--- src/sv/mnfp_pkg.sv ---
`timescale 1ns / 1ps
// Shared types and constants for the modem notification field parser.
// Used by every module of the block; depends on nothing.
package mnfp_pkg;

    // Parser phases, which double as the field tags of the results.
    localparam logic [2:0] PH_PLUS = 3'd0;
    localparam logic [2:0] PH_CMD  = 3'd1;
    localparam logic [2:0] PH_F1   = 3'd2;
    localparam logic [2:0] PH_F2   = 3'd3;
    localparam logic [2:0] PH_F3   = 3'd4;
    localparam logic [2:0] PH_TEXT = 3'd5;

    localparam logic [7:0] CH_PLUS  = 8'h2B;
    localparam logic [7:0] CH_COLON = 8'h3A;
    localparam logic [7:0] CH_COMMA = 8'h2C;
    localparam logic [7:0] CH_SPACE = 8'h20;
    localparam logic [7:0] CH_CR    = 8'h0D;
    localparam logic [7:0] CH_LF    = 8'h0A;

    localparam int MAX_CMD_LEN_DEF   = 16;
    localparam int MAX_FIELD_LEN_DEF = 32;
    localparam int MAX_TEXT_LEN_DEF  = 160;
    localparam int QUEUE_DEPTH_DEF   = 2;

    localparam int COUNT_W = 8;

    // A classified item as it travels from the front to the back.
    typedef struct packed {
        logic       req;
        logic [7:0] byte_v;
        logic       is_plus;
        logic       is_colon;
        logic       is_comma;
        logic       is_space;
        logic       is_eol;
    } t_item;

endpackage

--- src/sv/modem_notification_field_parser_unit.sv ---
`timescale 1ns / 1ps
// Modem notification field parser, top level.
// Input channel: i_in_valid / o_in_ready with i_req_type and i_byte_value. A request
// of type 1 restarts the parser; type 0 feeds one received byte.
// Output channel: o_out_valid / i_out_ready. Every accepted item yields exactly one
// result: the field tag, the stored character with its position, the field end and
// abort flags, and the sticky completed flag.
// The result is registered in turn by the front register, the queue and the back
// stage's result register. Throughput is one item per cycle while the receiver takes
// results, since the back stage updates its phase and count for each item it takes.
// The queue between front and back holds QUEUE_DEPTH items, so the input keeps
// flowing while the receiver stalls; once the queue and both stage registers are
// full, o_in_ready drops until results are taken.
// Synchronous reset (i_rst_n low) empties the pipeline, puts the parser in the
// wait-for-plus phase and clears the count and the completed flag.
// Depends on mnfp_pkg, mnfp_front, mnfp_queue and mnfp_back.
module modem_notification_field_parser_unit import mnfp_pkg::*; #(
    parameter int MAX_CMD_LEN   = MAX_CMD_LEN_DEF,
    parameter int MAX_FIELD_LEN = MAX_FIELD_LEN_DEF,
    parameter int MAX_TEXT_LEN  = MAX_TEXT_LEN_DEF,
    parameter int QUEUE_DEPTH   = QUEUE_DEPTH_DEF
) (
    input  logic       i_clk,
    input  logic       i_rst_n,
    input  logic       i_in_valid,
    output logic       o_in_ready,
    input  logic       i_req_type,
    input  logic [7:0] i_byte_value,
    output logic       o_out_valid,
    input  logic       i_out_ready,
    output logic [2:0] o_field_tag,
    output logic       o_char_stored,
    output logic [7:0] o_char_out,
    output logic [7:0] o_char_pos,
    output logic       o_field_end,
    output logic       o_aborted,
    output logic       o_completed
);

    logic  front_valid;
    logic  front_ready;
    t_item front_item;
    logic  queue_valid;
    logic  queue_ready;
    t_item queue_item;

    mnfp_front u_front (
        .i_clk       (i_clk),
        .i_rst_n     (i_rst_n),
        .i_valid     (i_in_valid),
        .o_ready     (o_in_ready),
        .i_req_type  (i_req_type),
        .i_byte_value(i_byte_value),
        .o_valid     (front_valid),
        .i_ready     (front_ready),
        .o_item      (front_item)
    );

    mnfp_queue #(
        .DEPTH(QUEUE_DEPTH)
    ) u_queue (
        .i_clk     (i_clk),
        .i_rst_n   (i_rst_n),
        .i_wr_valid(front_valid),
        .o_wr_ready(front_ready),
        .i_wr_item (front_item),
        .o_rd_valid(queue_valid),
        .i_rd_ready(queue_ready),
        .o_rd_item (queue_item)
    );

    mnfp_back #(
        .MAX_CMD_LEN  (MAX_CMD_LEN),
        .MAX_FIELD_LEN(MAX_FIELD_LEN),
        .MAX_TEXT_LEN (MAX_TEXT_LEN)
    ) u_back (
        .i_clk        (i_clk),
        .i_rst_n      (i_rst_n),
        .i_valid      (queue_valid),
        .o_ready      (queue_ready),
        .i_item       (queue_item),
        .o_valid      (o_out_valid),
        .i_ready      (i_out_ready),
        .o_field_tag  (o_field_tag),
        .o_char_stored(o_char_stored),
        .o_char_out   (o_char_out),
        .o_char_pos   (o_char_pos),
        .o_field_end  (o_field_end),
        .o_aborted    (o_aborted),
        .o_completed  (o_completed)
    );

endmodule

--- src/sv/mnfp_front.sv ---
`timescale 1ns / 1ps
// Front stage: accepts input items and registers them with their character class.
// Depends on mnfp_pkg.
module mnfp_front import mnfp_pkg::*; (
    input  logic       i_clk,
    input  logic       i_rst_n,
    input  logic       i_valid,
    output logic       o_ready,
    input  logic       i_req_type,
    input  logic [7:0] i_byte_value,
    output logic       o_valid,
    input  logic       i_ready,
    output t_item      o_item
);

    logic  r_valid;
    t_item r_item;
    t_item n_item;

    assign o_ready = !r_valid || i_ready;
    assign o_valid = r_valid;
    assign o_item  = r_item;

    always_comb begin
        n_item.req      = i_req_type;
        n_item.byte_v   = i_byte_value;
        n_item.is_plus  = (i_byte_value == CH_PLUS);
        n_item.is_colon = (i_byte_value == CH_COLON);
        n_item.is_comma = (i_byte_value == CH_COMMA);
        n_item.is_space = (i_byte_value == CH_SPACE);
        n_item.is_eol   = (i_byte_value == CH_CR) || (i_byte_value == CH_LF);
    end

    always_ff @(posedge i_clk) begin
        if (!i_rst_n) begin
            r_valid <= 1'b0;
        end else if (o_ready) begin
            r_valid <= i_valid;
        end
    end

    always_ff @(posedge i_clk) begin
        if (o_ready && i_valid) begin
            r_item <= n_item;
        end
    end

endmodule

--- src/sv/mnfp_queue.sv ---
`timescale 1ns / 1ps
// Short first-word-fall-through queue between the front and the back.
// Depends on mnfp_pkg for the item type.
module mnfp_queue import mnfp_pkg::*; #(
    parameter int DEPTH = QUEUE_DEPTH_DEF
) (
    input  logic  i_clk,
    input  logic  i_rst_n,
    input  logic  i_wr_valid,
    output logic  o_wr_ready,
    input  t_item i_wr_item,
    output logic  o_rd_valid,
    input  logic  i_rd_ready,
    output t_item o_rd_item
);

    localparam int PTR_W = (DEPTH > 1) ? $clog2(DEPTH) : 1;
    localparam int CNT_W = $clog2(DEPTH + 1);
    localparam logic [PTR_W-1:0] LAST_PTR = PTR_W'(DEPTH - 1);
    localparam logic [CNT_W-1:0] FULL_CNT = CNT_W'(DEPTH);

    t_item            r_mem [DEPTH];
    logic [PTR_W-1:0] r_wr_ptr;
    logic [PTR_W-1:0] r_rd_ptr;
    logic [CNT_W-1:0] r_count;
    logic             push;
    logic             pop;

    assign o_wr_ready = (r_count != FULL_CNT);
    assign o_rd_valid = (r_count != '0);
    assign o_rd_item  = r_mem[r_rd_ptr];
    assign push       = i_wr_valid && o_wr_ready;
    assign pop        = o_rd_valid && i_rd_ready;

    always_ff @(posedge i_clk) begin
        if (!i_rst_n) begin
            r_wr_ptr <= '0;
            r_rd_ptr <= '0;
            r_count  <= '0;
        end else begin
            if (push) begin
                r_wr_ptr <= (r_wr_ptr == LAST_PTR) ? '0 : r_wr_ptr + 1'b1;
            end
            if (pop) begin
                r_rd_ptr <= (r_rd_ptr == LAST_PTR) ? '0 : r_rd_ptr + 1'b1;
            end
            if (push && !pop) begin
                r_count <= r_count + 1'b1;
            end else if (pop && !push) begin
                r_count <= r_count - 1'b1;
            end
        end
    end

    always_ff @(posedge i_clk) begin
        if (push) begin
            r_mem[r_wr_ptr] <= i_wr_item;
        end
    end

endmodule

--- src/sv/mnfp_back.sv ---
`timescale 1ns / 1ps
// Back stage: runs the phase and count state machine and holds the result register.
// Depends on mnfp_pkg.
module mnfp_back import mnfp_pkg::*; #(
    parameter int MAX_CMD_LEN   = MAX_CMD_LEN_DEF,
    parameter int MAX_FIELD_LEN = MAX_FIELD_LEN_DEF,
    parameter int MAX_TEXT_LEN  = MAX_TEXT_LEN_DEF
) (
    input  logic       i_clk,
    input  logic       i_rst_n,
    input  logic       i_valid,
    output logic       o_ready,
    input  t_item      i_item,
    output logic       o_valid,
    input  logic       i_ready,
    output logic [2:0] o_field_tag,
    output logic       o_char_stored,
    output logic [7:0] o_char_out,
    output logic [7:0] o_char_pos,
    output logic       o_field_end,
    output logic       o_aborted,
    output logic       o_completed
);

    localparam logic [COUNT_W:0] LIM_CMD  = (COUNT_W+1)'(MAX_CMD_LEN);
    localparam logic [COUNT_W:0] LIM_F1   = (COUNT_W+1)'(MAX_FIELD_LEN + 1);
    localparam logic [COUNT_W:0] LIM_FLD  = (COUNT_W+1)'(MAX_FIELD_LEN);
    localparam logic [COUNT_W:0] LIM_TEXT = (COUNT_W+1)'(MAX_TEXT_LEN);

    logic [2:0]         r_phase, n_phase;
    logic [COUNT_W-1:0] r_count, n_count;
    logic               r_done, n_done;
    logic               r_out_valid;

    logic [2:0]         n_tag;
    logic               n_stored;
    logic [7:0]         n_char;
    logic [7:0]         n_pos;
    logic               n_end;
    logic               n_abort;

    logic               do_store;
    logic [COUNT_W:0]   limit;
    logic [7:0]         store_pos;
    logic [COUNT_W:0]   count_inc;
    logic               take;

    assign o_ready   = !r_out_valid || i_ready;
    assign take      = i_valid && o_ready;
    assign count_inc = {1'b0, r_count} + 1'b1;

    always_comb begin
        n_phase   = r_phase;
        n_count   = r_count;
        n_done    = r_done;
        n_tag     = PH_PLUS;
        n_end     = 1'b0;
        n_abort   = 1'b0;
        do_store  = 1'b0;
        limit     = LIM_CMD;
        store_pos = r_count;
        if (i_item.req) begin
            n_phase = PH_PLUS;
            n_count = '0;
            n_done  = 1'b0;
        end else begin
            case (r_phase)
                PH_CMD: begin
                    n_tag = PH_CMD;
                    if (i_item.is_colon) begin
                        n_end   = 1'b1;
                        n_count = '0;
                        n_phase = PH_F1;
                    end else begin
                        do_store = 1'b1;
                        limit    = LIM_CMD;
                    end
                end
                PH_F1: begin
                    n_tag = PH_F1;
                    if (r_count == '0) begin
                        // The first field must open with a space, which is not stored.
                        if (!i_item.is_space) begin
                            n_phase = PH_PLUS;
                            n_count = '0;
                            n_abort = 1'b1;
                        end else begin
                            n_count = COUNT_W'(1);
                        end
                    end else if (i_item.is_comma) begin
                        n_end   = 1'b1;
                        n_count = '0;
                        n_phase = PH_F2;
                    end else begin
                        do_store  = 1'b1;
                        limit     = LIM_F1;
                        store_pos = r_count - 1'b1;
                    end
                end
                PH_F2: begin
                    n_tag = PH_F2;
                    if (i_item.is_comma) begin
                        n_end   = 1'b1;
                        n_count = '0;
                        n_phase = PH_F3;
                    end else begin
                        do_store = 1'b1;
                        limit    = LIM_FLD;
                    end
                end
                PH_F3: begin
                    n_tag = PH_F3;
                    if (i_item.is_eol) begin
                        n_end   = 1'b1;
                        n_count = '0;
                        n_phase = PH_TEXT;
                    end else begin
                        do_store = 1'b1;
                        limit    = LIM_FLD;
                    end
                end
                PH_TEXT: begin
                    n_tag = PH_TEXT;
                    // Line ends before any text are skipped; later ones finish the text.
                    if (i_item.is_eol) begin
                        if (r_count != '0) begin
                            n_end  = 1'b1;
                            n_done = 1'b1;
                        end
                    end else begin
                        do_store = 1'b1;
                        limit    = LIM_TEXT;
                    end
                end
                default: begin
                    if (i_item.is_plus) begin
                        n_count = '0;
                        n_phase = PH_CMD;
                    end else begin
                        n_phase = PH_PLUS;
                    end
                end
            endcase
            if (do_store) begin
                if (count_inc > limit) begin
                    n_phase = PH_PLUS;
                    n_count = '0;
                    n_abort = 1'b1;
                end else begin
                    n_count = count_inc[COUNT_W-1:0];
                end
            end
        end
        n_stored = do_store;
        n_char   = do_store ? i_item.byte_v : 8'd0;
        n_pos    = do_store ? store_pos : 8'd0;
    end

    always_ff @(posedge i_clk) begin
        if (!i_rst_n) begin
            r_phase     <= PH_PLUS;
            r_count     <= '0;
            r_done      <= 1'b0;
            r_out_valid <= 1'b0;
        end else begin
            if (take) begin
                r_phase <= n_phase;
                r_count <= n_count;
                r_done  <= n_done;
            end
            if (o_ready) begin
                r_out_valid <= i_valid;
            end
        end
    end

    always_ff @(posedge i_clk) begin
        if (take) begin
            o_field_tag   <= n_tag;
            o_char_stored <= n_stored;
            o_char_out    <= n_char;
            o_char_pos    <= n_pos;
            o_field_end   <= n_end;
            o_aborted     <= n_abort;
            o_completed   <= n_done;
        end
    end

    assign o_valid = r_out_valid;

endmodule

--- config.mk ---
export PLATFORM = sky130hd
export DESIGN_NAME = modem_notification_field_parser_unit
export DESIGN_NICKNAME = d
export VERILOG_FILES = /design/src/sv/mnfp_pkg.sv /design/src/sv/modem_notification_field_parser_unit.sv /design/src/sv/mnfp_front.sv /design/src/sv/mnfp_queue.sv /design/src/sv/mnfp_back.sv
export SDC_FILE = /design/constraint.sdc
export NUM_CORES = 1
export LEC_CHECK = 0
export ABC_AREA = 0
export BUFFER_PORTS_ARGS = -buffer_cell sky130_fd_sc_hd__buf_2
export CELL_PAD_IN_SITES_DETAIL_PLACEMENT = 1
export CELL_PAD_IN_SITES_GLOBAL_PLACEMENT = 1
export CORE_UTILIZATION = 40
export CTS_CLUSTER_SIZE = 25
export DETAILED_ROUTE_END_ITERATION = 10
export GPL_ROUTABILITY_DRIVEN = 0
export GPL_TIMING_DRIVEN = 1
export PLACE_DENSITY_LB_ADDON = 0.1
export SYNTH_ARGS = -nofsm -noshare
export SYNTH_HDL_FRONTEND = slang
export SYNTH_HIERARCHICAL = 1
export SYNTH_SLANG_ARGS = --single-unit
--- constraint.sdc ---
create_clock -name i_clk -period 2.7 [get_ports i_clk]
set_input_delay 0.675 -clock i_clk [delete_from_list [all_inputs] [get_ports i_clk]]
set_output_delay 0.675 -clock i_clk [all_outputs]
set_load 0.02 [all_outputs]
==> run summary <==
Post-Syn Instances -> 336
Wirelength, routed -> 9.51 mm
DP Area -> 0.00472 mm2
Worst R2R End -> u_back/o_aborted$_SDFFCE_PP0P_
Crit path cell chain -> nor4_4, nand3_2, o22ai_2, inv_1, ha_2, nand2b_4, nor4_4, a21oi_2, a311oi_4, nor3_2, o21ba_1
Initial drt markers -> 94
Fin crit period -> 2.74 ns
Synth Flop Type -> edfxtp_1
Starting density of the core -> 41.8%
Count of buffers from port buffering -> 37
Layout area overhead -> 23.2%
Clock Tree Buf Depth -> 2
Status -> finished with violations
CTS tree -> done
H-tree depth -> 3
Slew headroom -> 54.2%
Largest net degree at the start of global routing -> 21
Worst setup SP type -> flip-flop
Failing checks -> setup timing
Yosys warning total -> 6
Cell Pwr Density -> 801 mW/mm2
FF+latch area -> 0.00234 mm2
Worst hold endpoint -> u_queue/r_mem[0][7]$_DFFE_PP_
DR WL/cell -> 17.3 um
Die width -> 104 um
Vias/cell -> 5.32
CTS clock-pin slew for the worst setup and hold paths -> 0.09 ns
Slowest CP cell -> a311oi_4
Type of the worst setup path -> reg2reg
Core Region -> 0.00991 mm2
Layout Nets -> 435
Worst slew pin tran -> 0.687 ns
Detailed-route via count -> 2929
HP Class -> reg2reg
Vias in the first global route -> 2947
Synth Register Bits -> 84
Async S/R FF share, synth -> 0%
Post-synthesis cell type count -> 70
Slew Limit Fails -> 0
Initial antenna violation count -> 0
Fillers -> 1045
Root Buffer -> clkbuf_8
Post-detail-place hpwl -> 6.94 mm
Hold_sp -> u_front/o_item[7]$_DFFE_PP_
Cell family with most CP delay -> simple AND/OR/NAND/NOR gates
Footprint of the multi-input gates -> 0.00178 mm2
Vert. Die Dim -> 104 um
Worst R2R Setup Slack -> -0.04 ns
Inserted Clock Buffers -> 9
Sequential area share after synthesis -> 56.3%
Period utilization -> 101%
Worst Hold Depth -> 0
Rows -> 36
Worst R2R Start -> u_back/r_count[3]$_SDFFE_PN0P_
Worst-path fanout max -> 4
DR pass1 iterations -> 4
# diodes -> 0
GRT Residual Overflow -> 0
Post-synth EDFFs -> 65
Cell depth of the worst flop-to-flop path -> 11
Final setup viols -> 3
Signal arrival time at the worst endpoint -> 2.87 ns
Setup slack after layout -> -0.0405 ns
RSZ-0062 raised after global routing -> true
Worst Path Required -> 2.83 ns
Maximum capacitance violations -> 0
Die ar. -> 0.0108 mm2
Post-Syn Area -> 0.00414 mm2
Residual DRC -> 0
Leakage -> 1.93 nW
Fin util -> 51.5%
Buf+Inv Stages, Crit Path -> 1
Setup WS pre-CTS -> -0.122 ns
First-pass GRT wire length -> 15.2 mm
Layout cell share with drive strength beyond 1 -> 39.5%
Peak supply drop -> 0.367 mV
Max frequency -> 365 MHz
Synth Net Count -> 358
Final hold viol count -> 0
Worst skew pair latency -> 0.36 ns
Routed Antenna Nets -> 0
Synth Area per Inst -> 12.3 um2
Top Ports -> 38
Crit path top cell by count -> nor4_4
Clk sinks -> 84
Final non-filler cell area -> 0.00510 mm2
Crit. End Element -> flip-flop
Tot GR Track Use -> 18.4%
Skew final -> 0.00842 ns
Worst path max stage delay -> 0.40 ns
## Yosys cell counts (all sizes together) (5+ instances only)
| cell type | count | area [um2] |
|---|---|---|
| and3 | 7 | 50.1 |
| clkbuf | 6 | 22.5 |
| nand3 | 16 | 92.6 |
| nor2 | 21 | 78.8 |
| o211ai | 5 | 37.5 |
| o2111ai | 8 | 70.1 |
| nand2b | 7 | 51.3 |
| and2 | 17 | 108 |
| nor3 | 9 | 55.1 |
| a21oi | 11 | 55.1 |
| edfxtp | 65 | 1950 |
| o21ai | 8 | 40.0 |
| ha | 9 | 113 |
| inv | 18 | 70.1 |
| mux2 | 15 | 169 |
| nand2 | 13 | 48.8 |
| dfxtp | 19 | 380 |
| buf | 11 | 75.1 |
| xnor2 | 8 | 70.1 |
## worst max-delay path by stage
stage,endpoint,cells after the start,slack [ns],start
2_1_floorplan,u_back/o_aborted$_SDFFCE_PP0P_,12,0.02,u_back/r_count[0]$_SDFFE_PN0P_
3_3_place_gp,u_back/r_count[0]$_SDFFE_PN0P_,10,0.002,flip-flop
3_5_place_dp,u_back/r_count[0]$_SDFFE_PN0P_,10,-0.12,flip-flop
4_1_cts,u_back/r_count[0]$_SDFFE_PN0P_,10,-0.02,u_queue/r_mem[0][0]$_DFFE_PP_
5_1_grt,u_back/r_count[0]$_SDFFE_PN0P_,12,-0.19,u_back/r_count[3]$_SDFFE_PN0P_
6_report,u_back/o_aborted$_SDFFCE_PP0P_,11,-0.04,u_back/r_count[3]$_SDFFE_PN0P_
## per-stage QoR
stage	hold slack, ns	total power, mW	TNS (ns)	instances
2_1_floorplan	0.421	2.61	0	336
3_3_place_gp	0.426	3.07	0	526
3_5_place_dp	0.434	3.10	-0.371	526
4_1_cts	0.456	4.09	-0.0164	550
5_1_grt	0.467	4.29	-1.46	551
6_report	0.456	4.08	-0.0621	551
## power breakdown
group          internal (mW)  total (mW)  switching (mW)
Sequential              1.67        1.75          0.0819
Clock                  0.444       0.941           0.497
Combinational          0.560        1.40           0.837
Total                   2.67        4.08            1.42
## what timing repair did
item                       CTS  global route
hold buffers                 0             0
cloned                       1             0
buffers inserted             7             1
setup endpoints to repair   10            12
pin swaps                   13            15
resized for setup           16            16
## area by class of cell
class                   instances  area share (%)
flip-flops and latches         84            46.0
multi-input cells             217            34.8
repair buffers                 83            10.6
well taps                     133            3.26
clock buffers                   9            2.43
clock inverters                 7            1.57
inverters                      18            1.37
## worst register-to-register path: stages, from the launching register on
cell,delay [ns]
dfxtp_2,0.35
nor4_4,0.31
nand3_2,0.14
o22ai_2,0.22
inv_1,0.07
ha_2,0.17
nand2b_4,0.15
nor4_4,0.26
a21oi_2,0.08
a311oi_4,0.40
nor3_2,0.15
o21ba_1,0.21
## sequential cells by signal, indices dropped and copies added, names as in the netlist, named ones only
signal and cells:
u_back/o_aborted 1, u_back/o_char_out 8, u_back/o_char_pos 8, u_back/o_char_stored 1, u_back/o_completed 1, u_back/o_field_end 1, u_back/o_field_tag 3, u_back/o_valid 1
u_back/r_count 8, u_back/r_done 1, u_back/r_phase 3, u_front/o_item 14, u_front/o_valid 1, u_queue/r_count 2, u_queue/r_mem 28, u_queue/r_rd_ptr 1
u_queue/r_wr_ptr 1
## metal layers
layer / up-vias / wire (um) / GRT usage [%]
li1: 1424 / - / -
met1: 1440 / 4480 / 23.5
met4: 0 / 163 / 8.47
met5: - / 0 / 0
met2: 51 / 4640 / 30.8
met3: 14 / 231 / 2.64
## cells in the final DEF, fill, tap and decap left out, types with 4 or more instances in the layout
cell,Yosys,layout
nand2b_1,6,5
o21ai_0,5,5
nor3_1,7,5
xnor2_1,8,7
buf_2,6,37
and3_1,5,4
dfxtp_2,0,7
a21oi_1,11,10
dfxtp_1,19,11
inv_1,17,15
nor2_1,21,20
nor3_2,2,4
buf_4,3,44
mux2_2,15,14
nand2_1,13,12
nand3_1,15,13
and2_1,16,15
edfxtp_1,65,65
o211ai_1,5,5
ha_1,9,5
clkbuf_8,0,9
o2111ai_1,8,8
## logic make-up (layout without fill, tap and decap cells)
kind of cell	count (synthesis)	count (layout)	share of synthesized area, %
AOI/OAI and AO/OA	65	65	12.4
xor gates and xnor gates	11	11	2.33
adders and majority gates	9	9	2.72
buffers and inverters	35	117	4.05
DFF	84	84	56.3
muxes	19	19	5.35
and+or+nand+nor	113	113	16.8
(Power assumes the default switching activity.)
